File: config.mk
export PLATFORM = sky130hd
export DESIGN_NAME = masked_route_table_decision
export DESIGN_NICKNAME = d
export VERILOG_FILES = /design/src/rtl/rmt_pkg.sv /design/src/rtl/rmt_cell.sv /design/src/rtl/rmt_chain.sv /design/src/rtl/masked_route_table_decision.sv
export VERILOG_INCLUDE_DIRS = /design/src /design/src/rtl
export SDC_FILE = /design/constraint.sdc
export NUM_CORES = 1
export LEC_CHECK = 0
export ABC_AREA = 1
export BUFFER_PORTS_ARGS = -buffer_cell sky130_fd_sc_hd__buf_2
export CORE_ASPECT_RATIO = 1.25
export CORE_MARGIN = 2
export CORE_UTILIZATION = 45
export CTS_CLUSTER_DIAMETER = 60
export DETAILED_ROUTE_END_ITERATION = 10
export PLACE_DENSITY = 0.73
export SLEW_MARGIN = 30
export SYNTH_ARGS = -nofsm -noshare
export SYNTH_HDL_FRONTEND = slang
export SYNTH_SLANG_ARGS = --single-unit
File: constraint.sdc
create_clock -name clk -period 106.6 [get_ports clk]
set_input_delay 10.66 -clock clk [delete_from_list [all_inputs] [get_ports clk]]
set_output_delay 10.66 -clock clk [all_outputs]
set_load 0.05 [all_outputs]
File: src/rtl/assert_macros.svh
// Assertion macros shared by the route table RTL.
`ifndef ASSERT_MACROS_SVH
`define ASSERT_MACROS_SVH

// Checked on every clock edge outside of reset.
`define RMT_ASSERT(name, prop) \
  name: assert property (@(posedge clk) disable iff (!rst_n) prop) \
    else $error("%m: check failed");

// Checked on every clock edge, reset included.
`define RMT_ASSERT_ALWAYS(name, prop) \
  name: assert property (@(posedge clk) prop) \
    else $error("%m: check failed");

`endif

File: src/rtl/rmt_pkg.sv
// Types, codes and sizes shared by the route table decision block.
package rmt_pkg;

  localparam int MAX_ROUTES = 16;
  localparam int IDX_W      = (MAX_ROUTES > 1) ? $clog2(MAX_ROUTES) : 1;
  localparam int COUNT_W    = $clog2(MAX_ROUTES + 1);
  // Wide enough for an 8-bit entry index and for any count up to 256.
  localparam int CMP_W      = 9;
  localparam int NEXT_IDX   = (MAX_ROUTES > 1) ? 1 : 0;

  localparam logic [2:0] MODE_ROUTE  = 3'd0;
  localparam logic [2:0] MODE_APPEND = 3'd1;
  localparam logic [2:0] MODE_REMOVE = 3'd2;
  localparam logic [2:0] MODE_UPDATE = 3'd3;
  localparam logic [2:0] MODE_CLEAR  = 3'd4;
  localparam logic [2:0] MODE_READ   = 3'd5;

  localparam logic [1:0] DEC_DROP    = 2'd0;
  localparam logic [1:0] DEC_FWD     = 2'd1;
  localparam logic [1:0] DEC_LOCAL   = 2'd2;
  localparam logic [1:0] DEC_BLOCK   = 2'd3;

  localparam logic [1:0] STAT_OK     = 2'd0;
  localparam logic [1:0] STAT_FULL   = 2'd1;
  localparam logic [1:0] STAT_RANGE  = 2'd2;

  typedef struct packed {
    logic [15:0] dest;
    logic [15:0] mask;
    logic [7:0]  hop_limit;
    logic        enabled;
  } entry_t;

  typedef struct packed {
    logic [2:0]  mode;
    logic [15:0] source_address;
    logic [15:0] dest_address;
    logic        dest_is_group;
    logic [7:0]  hop_count;
    logic [7:0]  entry_index;
    logic [15:0] entry_dest;
    logic [15:0] entry_mask;
    logic [7:0]  entry_hop_limit;
    logic        entry_enabled;
  } in_item_t;

  typedef struct packed {
    logic [1:0]  decision;
    logic [1:0]  status;
    logic [3:0]  index_result;
    logic [15:0] read_dest;
    logic [15:0] read_mask;
    logic [7:0]  read_hop_limit;
    logic        read_enabled;
    logic [4:0]  entry_count;
  } out_item_t;

  typedef enum logic [1:0] {
    ST_IDLE,
    ST_SCAN,
    ST_DONE
  } state_t;

  // What the tail cell of the ring takes while the ring turns.
  typedef enum logic [1:0] {
    FEED_HEAD,
    FEED_NEW,
    FEED_NEXT
  } feed_t;

  typedef struct packed {
    logic   shift_en;
    feed_t  feed_sel;
    entry_t new_entry;
    logic [15:0] key;
  } ring_ctrl_t;

endpackage

File: src/rtl/rmt_cell.sv
// One route entry of the ring, with its masked match against the lookup key.
module rmt_cell (
  input  logic            clk,
  input  logic            shift_en,
  input  rmt_pkg::entry_t d_i,
  input  logic [15:0]     key_i,
  output rmt_pkg::entry_t q_o,
  output logic            hit_o
);
  import rmt_pkg::*;

  entry_t entry_r;

  always_ff @(posedge clk) begin
    if (shift_en) begin
      entry_r <= d_i;
    end
  end

  assign q_o   = entry_r;
  assign hit_o = entry_r.enabled && ((key_i & entry_r.mask) == (entry_r.dest & entry_r.mask));

endmodule

File: src/rtl/rmt_chain.sv
// Ring of route entry cells; the head entry is presented and fed back to the tail.
module rmt_chain (
  input  logic                clk,
  input  rmt_pkg::ring_ctrl_t ctrl_i,
  output rmt_pkg::entry_t     head_o,
  output logic                head_hit_o
);
  import rmt_pkg::*;

  entry_t q   [MAX_ROUTES];
  entry_t feed;

  // Taking the head's neighbor instead of the head closes the gap of a removal.
  always_comb begin
    case (ctrl_i.feed_sel)
      FEED_HEAD: feed = q[0];
      FEED_NEW:  feed = ctrl_i.new_entry;
      FEED_NEXT: feed = q[NEXT_IDX];
      default:   feed = q[0];
    endcase
  end

  for (genvar i = 0; i < MAX_ROUTES; i++) begin : g_cell
    entry_t d;
    if (i == MAX_ROUTES - 1) begin : g_tail
      assign d = feed;
    end else begin : g_body
      assign d = q[i + 1];
    end
    if (i == 0) begin : g_head
      rmt_cell u_cell (
        .clk      (clk),
        .shift_en (ctrl_i.shift_en),
        .d_i      (d),
        .key_i    (ctrl_i.key),
        .q_o      (q[i]),
        .hit_o    (head_hit_o)
      );
    end else begin : g_rest
      rmt_cell u_cell (
        .clk      (clk),
        .shift_en (ctrl_i.shift_en),
        .d_i      (d),
        .key_i    (ctrl_i.key),
        .q_o      (q[i]),
        .hit_o    ()
      );
    end
  end

  assign head_o = q[0];

endmodule

File: src/rtl/masked_route_table_decision.sv
// Top level: routing decision and route table maintenance over a ring of entry cells.
//
//  Channel | Ports                              | Moves
//  --------+------------------------------------+------------------------------
//  input   | in_valid, in_ready, in_data        | one request (route or table op)
//  output  | out_valid, out_ready, out_data     | one result per request
//  config  | cfg_valid, cfg_ready, cfg_data     | own individual address
//
// Every request turns the ring once, one entry passing the head cell per cycle. The
// request is taken before the turn, and the result register is loaded after it;
// no new request is taken until then.
// Reset clears the control state and the entry count; entries are undefined.
// A new request is taken while the previous result still waits for its transfer;
// a request that finishes its turn holds until the result register is free.
`include "assert_macros.svh"

module masked_route_table_decision (
  input  logic              clk,
  input  logic              rst_n,
  input  logic              in_valid,
  output logic              in_ready,
  input  rmt_pkg::in_item_t in_data,
  output logic              out_valid,
  input  logic              out_ready,
  output rmt_pkg::out_item_t out_data,
  input  logic              cfg_valid,
  output logic              cfg_ready,
  input  logic [15:0]       cfg_data
);
  import rmt_pkg::*;

  state_t             state_r, state_nxt;
  in_item_t           req_r;
  logic [IDX_W-1:0]   cnt_r, cnt_nxt;
  logic [COUNT_W-1:0] used_r, used_nxt;
  logic [15:0]        own_r;
  logic               found_r;
  logic               found_drop_r;
  entry_t             rd_entry_r;
  logic               out_valid_r;
  out_item_t          out_r, out_nxt;

  ring_ctrl_t         ring_ctrl;
  entry_t             head;
  logic               head_hit;

  logic [CMP_W-1:0]   k_cmp, used_cmp, idx_cmp;
  logic               idx_ok, full, in_take, out_load;
  logic [1:0]         route_dec;

  assign in_ready  = (state_r == ST_IDLE);
  assign in_take   = in_valid && in_ready;
  assign cfg_ready = 1'b1;
  assign out_valid = out_valid_r;
  assign out_data  = out_r;

  assign k_cmp    = CMP_W'(cnt_r);
  assign used_cmp = CMP_W'(used_r);
  assign idx_cmp  = CMP_W'(req_r.entry_index);
  assign idx_ok   = idx_cmp < used_cmp;
  assign full     = used_cmp == CMP_W'(MAX_ROUTES);

  always_comb begin
    ring_ctrl.shift_en            = (state_r == ST_SCAN);
    ring_ctrl.key                 = req_r.dest_address;
    ring_ctrl.new_entry.dest      = req_r.entry_dest;
    ring_ctrl.new_entry.mask      = req_r.entry_mask;
    ring_ctrl.new_entry.hop_limit = req_r.entry_hop_limit;
    ring_ctrl.new_entry.enabled   = req_r.entry_enabled;
    ring_ctrl.feed_sel            = FEED_HEAD;
    case (req_r.mode)
      MODE_APPEND: begin
        if (!full && k_cmp == used_cmp) begin
          ring_ctrl.feed_sel = FEED_NEW;
        end
      end
      MODE_UPDATE: begin
        if (idx_ok && k_cmp == idx_cmp) begin
          ring_ctrl.feed_sel = FEED_NEW;
        end
      end
      MODE_REMOVE: begin
        if (idx_ok && k_cmp >= idx_cmp) begin
          ring_ctrl.feed_sel = FEED_NEXT;
        end
      end
      default: ring_ctrl.feed_sel = FEED_HEAD;
    endcase
  end

  rmt_chain u_chain (
    .clk        (clk),
    .ctrl_i     (ring_ctrl),
    .head_o     (head),
    .head_hit_o (head_hit)
  );

  always_comb begin
    state_nxt = state_r;
    cnt_nxt   = cnt_r;
    out_load  = 1'b0;
    case (state_r)
      ST_IDLE: begin
        if (in_take) begin
          state_nxt = ST_SCAN;
        end
      end
      ST_SCAN: begin
        cnt_nxt = cnt_r + IDX_W'(1);
        if (cnt_r == IDX_W'(MAX_ROUTES - 1)) begin
          cnt_nxt   = '0;
          state_nxt = ST_DONE;
        end
      end
      ST_DONE: begin
        if (!out_valid_r || out_ready) begin
          out_load  = 1'b1;
          state_nxt = ST_IDLE;
        end
      end
      default: state_nxt = ST_IDLE;
    endcase
  end

  // Fixed checks come first; the table scan only decides what they leave open.
  always_comb begin
    if (req_r.hop_count == 8'd0) begin
      route_dec = DEC_DROP;
    end else if (req_r.dest_is_group) begin
      route_dec = DEC_FWD;
    end else if (req_r.dest_address == own_r || req_r.dest_address == req_r.source_address) begin
      route_dec = DEC_DROP;
    end else if (req_r.dest_address[15:8] == own_r[15:8]) begin
      route_dec = DEC_LOCAL;
    end else if (req_r.dest_address[15:12] == own_r[15:12]) begin
      route_dec = DEC_FWD;
    end else if (found_r) begin
      route_dec = found_drop_r ? DEC_DROP : DEC_FWD;
    end else begin
      route_dec = DEC_BLOCK;
    end
  end

  always_comb begin
    out_nxt  = '0;
    used_nxt = used_r;
    case (req_r.mode)
      MODE_ROUTE: out_nxt.decision = route_dec;
      MODE_APPEND: begin
        if (full) begin
          out_nxt.status = STAT_FULL;
        end else begin
          out_nxt.index_result = 4'(used_r);
          used_nxt             = used_r + COUNT_W'(1);
        end
      end
      MODE_REMOVE: begin
        if (idx_ok) begin
          used_nxt = used_r - COUNT_W'(1);
        end else begin
          out_nxt.status = STAT_RANGE;
        end
      end
      MODE_UPDATE: begin
        if (!idx_ok) begin
          out_nxt.status = STAT_RANGE;
        end
      end
      MODE_CLEAR: used_nxt = '0;
      MODE_READ: begin
        if (idx_ok) begin
          out_nxt.read_dest      = rd_entry_r.dest;
          out_nxt.read_mask      = rd_entry_r.mask;
          out_nxt.read_hop_limit = rd_entry_r.hop_limit;
          out_nxt.read_enabled   = rd_entry_r.enabled;
        end else begin
          out_nxt.status = STAT_RANGE;
        end
      end
      default: out_nxt = '0;
    endcase
    out_nxt.entry_count = 5'(used_nxt);
  end

  always_ff @(posedge clk) begin
    if (!rst_n) begin
      state_r     <= ST_IDLE;
      cnt_r       <= '0;
      used_r      <= '0;
      own_r       <= '0;
      found_r     <= 1'b0;
      out_valid_r <= 1'b0;
    end else begin
      state_r <= state_nxt;
      cnt_r   <= cnt_nxt;
      if (cfg_valid && cfg_ready) begin
        own_r <= cfg_data;
      end
      if (in_take) begin
        found_r <= 1'b0;
      end else if (state_r == ST_SCAN && req_r.mode == MODE_ROUTE && k_cmp < used_cmp
                   && !found_r && head_hit) begin
        found_r <= 1'b1;
      end
      if (out_load) begin
        used_r      <= used_nxt;
        out_valid_r <= 1'b1;
      end else if (out_ready) begin
        out_valid_r <= 1'b0;
      end
    end
  end

  always_ff @(posedge clk) begin
    if (in_take) begin
      req_r <= in_data;
    end
    if (state_r == ST_SCAN && !found_r && head_hit) begin
      found_drop_r <= req_r.hop_count > head.hop_limit;
    end
    if (state_r == ST_SCAN && k_cmp == idx_cmp) begin
      rd_entry_r <= head;
    end
    if (out_load) begin
      out_r <= out_nxt;
    end
  end

  `RMT_ASSERT(a_used_bound, used_cmp <= CMP_W'(MAX_ROUTES))
  `RMT_ASSERT(a_take_starts_scan, in_valid && in_ready |=> state_r == ST_SCAN)
  `RMT_ASSERT(a_count_only_on_done, state_r != ST_DONE |=> $stable(used_r))
  `RMT_ASSERT(a_cnt_idle, state_r != ST_SCAN |-> cnt_r == '0)

endmodule

# ---- After elaboration in Yosys (flattened, before gate mapping)
# Index checks and enable logic that the tools add are counted.
# W data, S select, Z words.
dict set report totals {
  register_bits 874
  inputBits 114
  out_inout_bits 57
}
dict set report classes {
  add_sub_neg 3
  order_cmp 4
  n_eq_ne 21
  muxes 26
  bitwise_logic 5
  reduce_logical 28
}
# op n
set ops {}
lappend ops {{$pmux W41 S2} 1}
lappend ops {{$eq A16 B16 Y1} 3}
lappend ops {{$and A16 B16 Y16} 2}
lappend ops {{$mux W2} 8}
lappend ops {{$pmux W5 S3} 1}
lappend ops {{$logic_and A1 B1 Y1} 12}
lappend ops {{$pmux W2 S3} 2}
lappend ops {{$mux W1} 10}
lappend ops {{$mux W5} 2}
lappend ops {{$eq A4 B8 Y1} 1}
lappend ops {{$eq A8 B8 Y1} 1}
lappend ops {{$ge A4 B8 Y1} 1}
lappend ops {{$gt A8 B8 Y1} 1}
lappend ops {{$logic_not A8 Y1} 1}
lappend ops {{$lt A8 B5 Y1} 1}
lappend ops {{$eq A3 B2 Y1 const B} 2}
lappend ops {{$eq A3 B3 Y1 const B} 2}
lappend ops {{$reduce_or A2 Y1} 3}
lappend ops {{$add A5 B1 Y5 const B} 1}
lappend ops {{$eq A4 B5 Y1} 1}
lappend ops {{$eq A5 B5 Y1 const B} 1}
lappend ops {{$lt A4 B5 Y1} 1}
lappend ops {{$sub A5 B1 Y5 const B} 1}
lappend ops {{$add A4 B1 Y4 const B} 1}
lappend ops {{19 further kinds} 27}

# ---- Longest topological paths before layout
dict set report depth {
  depth_word 7
  depth_mapped 17
}

# ---- Hierarchy
# From an unflattened synthesis, not the netlist that was laid out.
dict set report unflattened {
  cells_unflattened 2862
  area_unflattened_um2 35028.6
}
# mod instances cells_per_inst area_per_inst_um2 seq_area_each_um2
set by_module_without_submodules {}
lappend by_module_without_submodules {rmt_cell 16 122 1581.5 1231.2}
lappend by_module_without_submodules {masked_route_table_decision 1 640 8505.7 6256.0}
lappend by_module_without_submodules {rmt_chain 1 270 1218.7 0.0}

# ---- Worst setup path before layout
# Ideal clock, no wire load.
dict set report synth_timing {
  path_kind {register to register}
  from {register state_r[0]}
  to {register rd_entry_r[0] (netlist bit), enable pin}
  setup_ns 0.490
  t_arrival_ns 35.387
  required_ns 106.110
  setup_slack_ns 70.722
  path_stages_with_launch 5
  n_path_buf 0
  path_cell_list {dfxtp_1 -> inv_1 -> nor2_1 -> inv_1 -> nor3_1}
}
dict set report synth_between {
  elab_chain_len 2
}
# item line_no
set synth_rtl {}
lappend synth_rtl {{start: declaration} masked_route_table_decision.sv:32} ;# state_t state_r, state_nxt;
lappend synth_rtl {{start signal: assignment} masked_route_table_decision.sv:194} ;# state_r <= state_nxt;
lappend synth_rtl {{$eq A2 B1 Y1} masked_route_table_decision.sv:221} ;# if (state_r == ST_SCAN && k_cmp == idx_cmp) begin
lappend synth_rtl {{$logic_and A1 B1 Y1} masked_route_table_decision.sv:221}
lappend synth_rtl {{end signal: assignment} masked_route_table_decision.sv:222} ;# rd_entry_r <= head;
lappend synth_rtl {{end: declaration} masked_route_table_decision.sv:39} ;# entry_t rd_entry_r;
# Every way passes these cells.
# A chain may end at the register's enable or synchronous reset.

# ---- Worst setup path in the final report
dict set report layout_timing {
  from {register state_r[1]}
  to {output in_ready}
}
dict set report layout_between {
  elab_chain_len 1
}
# item line_no
set layout_rtl {}
lappend layout_rtl {{$logic_not A2 Y1} masked_route_table_decision.sv:51} ;# assign in_ready = (state_r == ST_IDLE);
lappend layout_rtl {{end: declaration} masked_route_table_decision.sv:21} ;# output logic in_ready,
# Every way passes these cells.

==> impl_metrics.tcl <==
set metrics [dict create \
    antenna_found_initial 5 \
    final_cell_area_um2 33930 \
    die-area_um2 67230 \
    htreeDepth 3 \
    cpMaxStageDelayCell "dfxtp_1" \
    ys_ff_latch 874 \
    critPathRequiredTime_ns 95.94 \
    syn_area_um2 29320 \
    grt.overflow.total 0 \
    hold_viol 0 \
    synth_cell_types 34 \
    grt_pass1_vias 13610 \
    fmax_mhz 83.03 \
    post_cts_buffers 0 \
    cp-endpoint "in_ready" \
    avgViaCountPerCell 5.055 \
    place.port_buffers 169 \
    synth_edf_count 845 \
    synth_area_per_cell_um2 18.98 \
    gr-usage-all-layers 0.1645 \
    clk_latency_ns 0.63 \
    cts-root-buf "clkbuf_16" \
    ios 171 \
    worstSetupStartpointType "flip-flop" \
    setup.worst_path.class "flip-flop to primary output" \
    cts_made_buffers 81 \
    routed_wl_um 55410 \
    fill_cells 4926 \
    vias 13600 \
    slowest_delay_ns 0.34 \
    worstPathArrival_ns 1.38 \
    peakVddDrop_mv 0.01080 \
    grt_util_met3 0.03632 \
    ff2ff_path_depth 15 \
    final.setup.worst_slack_ns 94.56 \
    setup_tns_ns 0 \
    period_share 0.1130 \
    drt_first_pass_iters 6 \
    finalMaxSlewViolations 0 \
    cellPowerDensity_nw_per_um2 21.75 \
    path_depth 2 \
    initial_core_util 0.4552 \
    cts_tree "yes" \
    areaGrowthSynthToFinish_pct 15.73 \
    hpwl_um 33920 \
    met1_usage 0.2231 \
    place_area_um2 31230 \
    cts_hold_buf 0 \
    avgRoutedWirePerCell_um 20.60 \
    grt.busiest_layer "met2" \
    layout.nets 1921 \
    p_total_mw 0.7379 \
    r2r-start "used_r[2]" \
    endpoint_kind "primary output" \
    cts_buffer_depth 3 \
    fin_worst_skew_ns 0.02266 \
    critPathTopFamily "flip-flops" \
    hold_path.class "flip-flop to flip-flop" \
    post_cts_resized 0 \
    synthMostInstantiatedCell "edfxtp_1" \
    first_iter_violations 1297 \
    place_congestion 0.8294 \
    synthTopCellsByCount "845 x edfxtp_1, 128 x inv_1, 114 x nor2_1" \
    drc 0 \
    cap_violations 0 \
    fin_crit_ns 12.04 \
    drive_above_1_share 0.1754 \
    synth_top_area_frac 0.8654 \
    synthTopCellsByArea "edfxtp_1 87%, dfxtp_1 2.0%, a21oi_1 1.7%, inv_1 1.6%, nor2_1 1.5%" \
    place_ws_ns 94.13 \
    synth-main-ff-cell "edfxtp_1" \
    p_leak_nw 11.94 \
    worstReg2RegEnd "u_chain.g_cell[15].g_rest.u_cell.q_o[14]" \
    synth_top_area_cell "edfxtp_1" \
    grt_max_degree 193 \
    antenna_left 0 \
    crit_chain "nor2_1 -> buf_2" \
    core.rowCount 104 \
    syn_nets 1685 \
    path_buf_inv 1 \
    cp_max_fo 3 \
    die_w_um 232.3 \
    cts_sinks 874 \
    async_reset_ff_frac 0 \
    hold_ws_ns 0.4041 \
    setup_viol 0 \
    crit_path_start "state_r[1]" \
    syn_inst 1545 \
    rsz0062_at_grt "false" \
    yosysWarnings 0 \
    tightest_slew_ns 0.8629 \
    core_um2 64410 \
    die_h_um 289.4 \
    path_clk_slew_ns 0.06 \
    r2r_slack_ns 102.46 \
    grt_use_met2 0.2571 \
    ys_seq_area_frac 0.8852 \
    grt_pass1_wl_um 81700 \
    timing.slew.headroom 0.4247 \
    status "completed" \
]
where the power goes:
part	internal, mW	switching, mW
Clock	0.164	0.123
Combinational	0.00779	0.0255
Sequential	0.408	0.00960
layer usage:
metal / up-vias / wire length, um
met1: 6821 / 23880
met5: - / 56
met4: 8 / 1994
li1: 6175 / -
met2: 479 / 25950
met3: 115 / 3520
sequential cells by signal, summed over array words and instances (netlist names):
| register | flops |
|---|---|
| out_valid | 1 |
| found_r | 1 |
| req_r | 85 |
| own_r | 16 |
| found_drop_r | 1 |
| state_r | 2 |
| rd_entry_r | 41 |
| out_data | 54 |
| u_chain.g_cell.g_head.u_cell.q_o | 41 |
| used_r | 5 |
| u_chain.g_cell.g_rest.u_cell.q_o | 615 |
| cnt_r | 4 |
| idx_cmp | 8 |
worst register-to-register path, cell delays in order (launching register included):
cell     delay [ns]
dfxtp_1        0.44
inv_1          0.21
ha_1           0.34
nand2_1        0.06
inv_1          0.04
nand2_1        0.06
nand2_1        0.06
nand2_2        0.12
nand3_1        0.22
nor3_1         0.34
inv_1          0.12
ha_4           0.27
buf_4          0.57
inv_1          0.63
nor2_1         0.26
a21oi_1        0.12
logic make-up after synthesis:
logic type,Yosys count,share of synthesized area
DFF,874,0.8852
and+or+nand+nor,287,0.04139
AOI/OAI and AO/OA,169,0.03158
buffers and inverters,158,0.02163
xor gates and xnor gates,30,0.008961
adders and majority gates,26,0.01109
other,1,0.0001279
metrics by stage:
stage / utilization / instances
after floorplan: - / 1545
after global placement: 0.4845 / 2545
after detailed placement: 0.4848 / 2545
after CTS: 0.5262 / 2688
after global routing: 0.5267 / 2689
final: 0.5268 / 2690
how the worst min path moves through the flow:
stage	startpoint	endpoint	slack, ns	depth (start not counted)
floorplan	u_chain.g_cell[11].g_rest.u_cell.q_o[0]	u_chain.g_cell[10].g_rest.u_cell.q_o[0]	0.40	0
global placement	u_chain.g_cell[2].g_rest.u_cell.q_o[26]	u_chain.g_cell[1].g_rest.u_cell.q_o[26]	0.40	0
detailed placement	u_chain.g_cell[11].g_rest.u_cell.q_o[34]	u_chain.g_cell[10].g_rest.u_cell.q_o[34]	0.40	0
CTS	u_chain.g_cell[6].g_rest.u_cell.q_o[31]	u_chain.g_cell[5].g_rest.u_cell.q_o[31]	0.40	0
global route	u_chain.g_cell[6].g_rest.u_cell.q_o[31]	u_chain.g_cell[5].g_rest.u_cell.q_o[31]	0.41	0
finish	u_chain.g_cell[12].g_rest.u_cell.q_o[0]	u_chain.g_cell[11].g_rest.u_cell.q_o[0]	0.40	0
layout by cell type, fill, tap and decap left out, types with 7 or more instances in the layout:
cell / n
clkinv_2: 14
a22oi_1: 21
nor2_1: 113
xor2_1: 7
o21ai_0: 42
dfxtp_1: 29
bufinv_16: 8
buf_2: 169
nor2_2: 12
ha_1: 24
clkinv_1: 13
clkbuf_16: 82
a21oi_1: 97
clkbuf_1: 13
nand3_1: 28
nand2_1: 103
inv_1: 127
edfxtp_1: 845
nand4_1: 11
xnor2_1: 23
area by class of cell:
class                      instances  area (um2)  area share
multi-input combinational        513        2764     0.08146
clock buffer                      97        2128     0.06272
clock inverter                    46       539.3     0.01589
tap                              848        1061     0.03127
inverter                         129       486.7     0.01434
timing repair buffer             182       994.7     0.02932
antenna                            1       2.502  0.00007375
sequential                       874       25950      0.7649
Power figures use the tool's default switching activity.
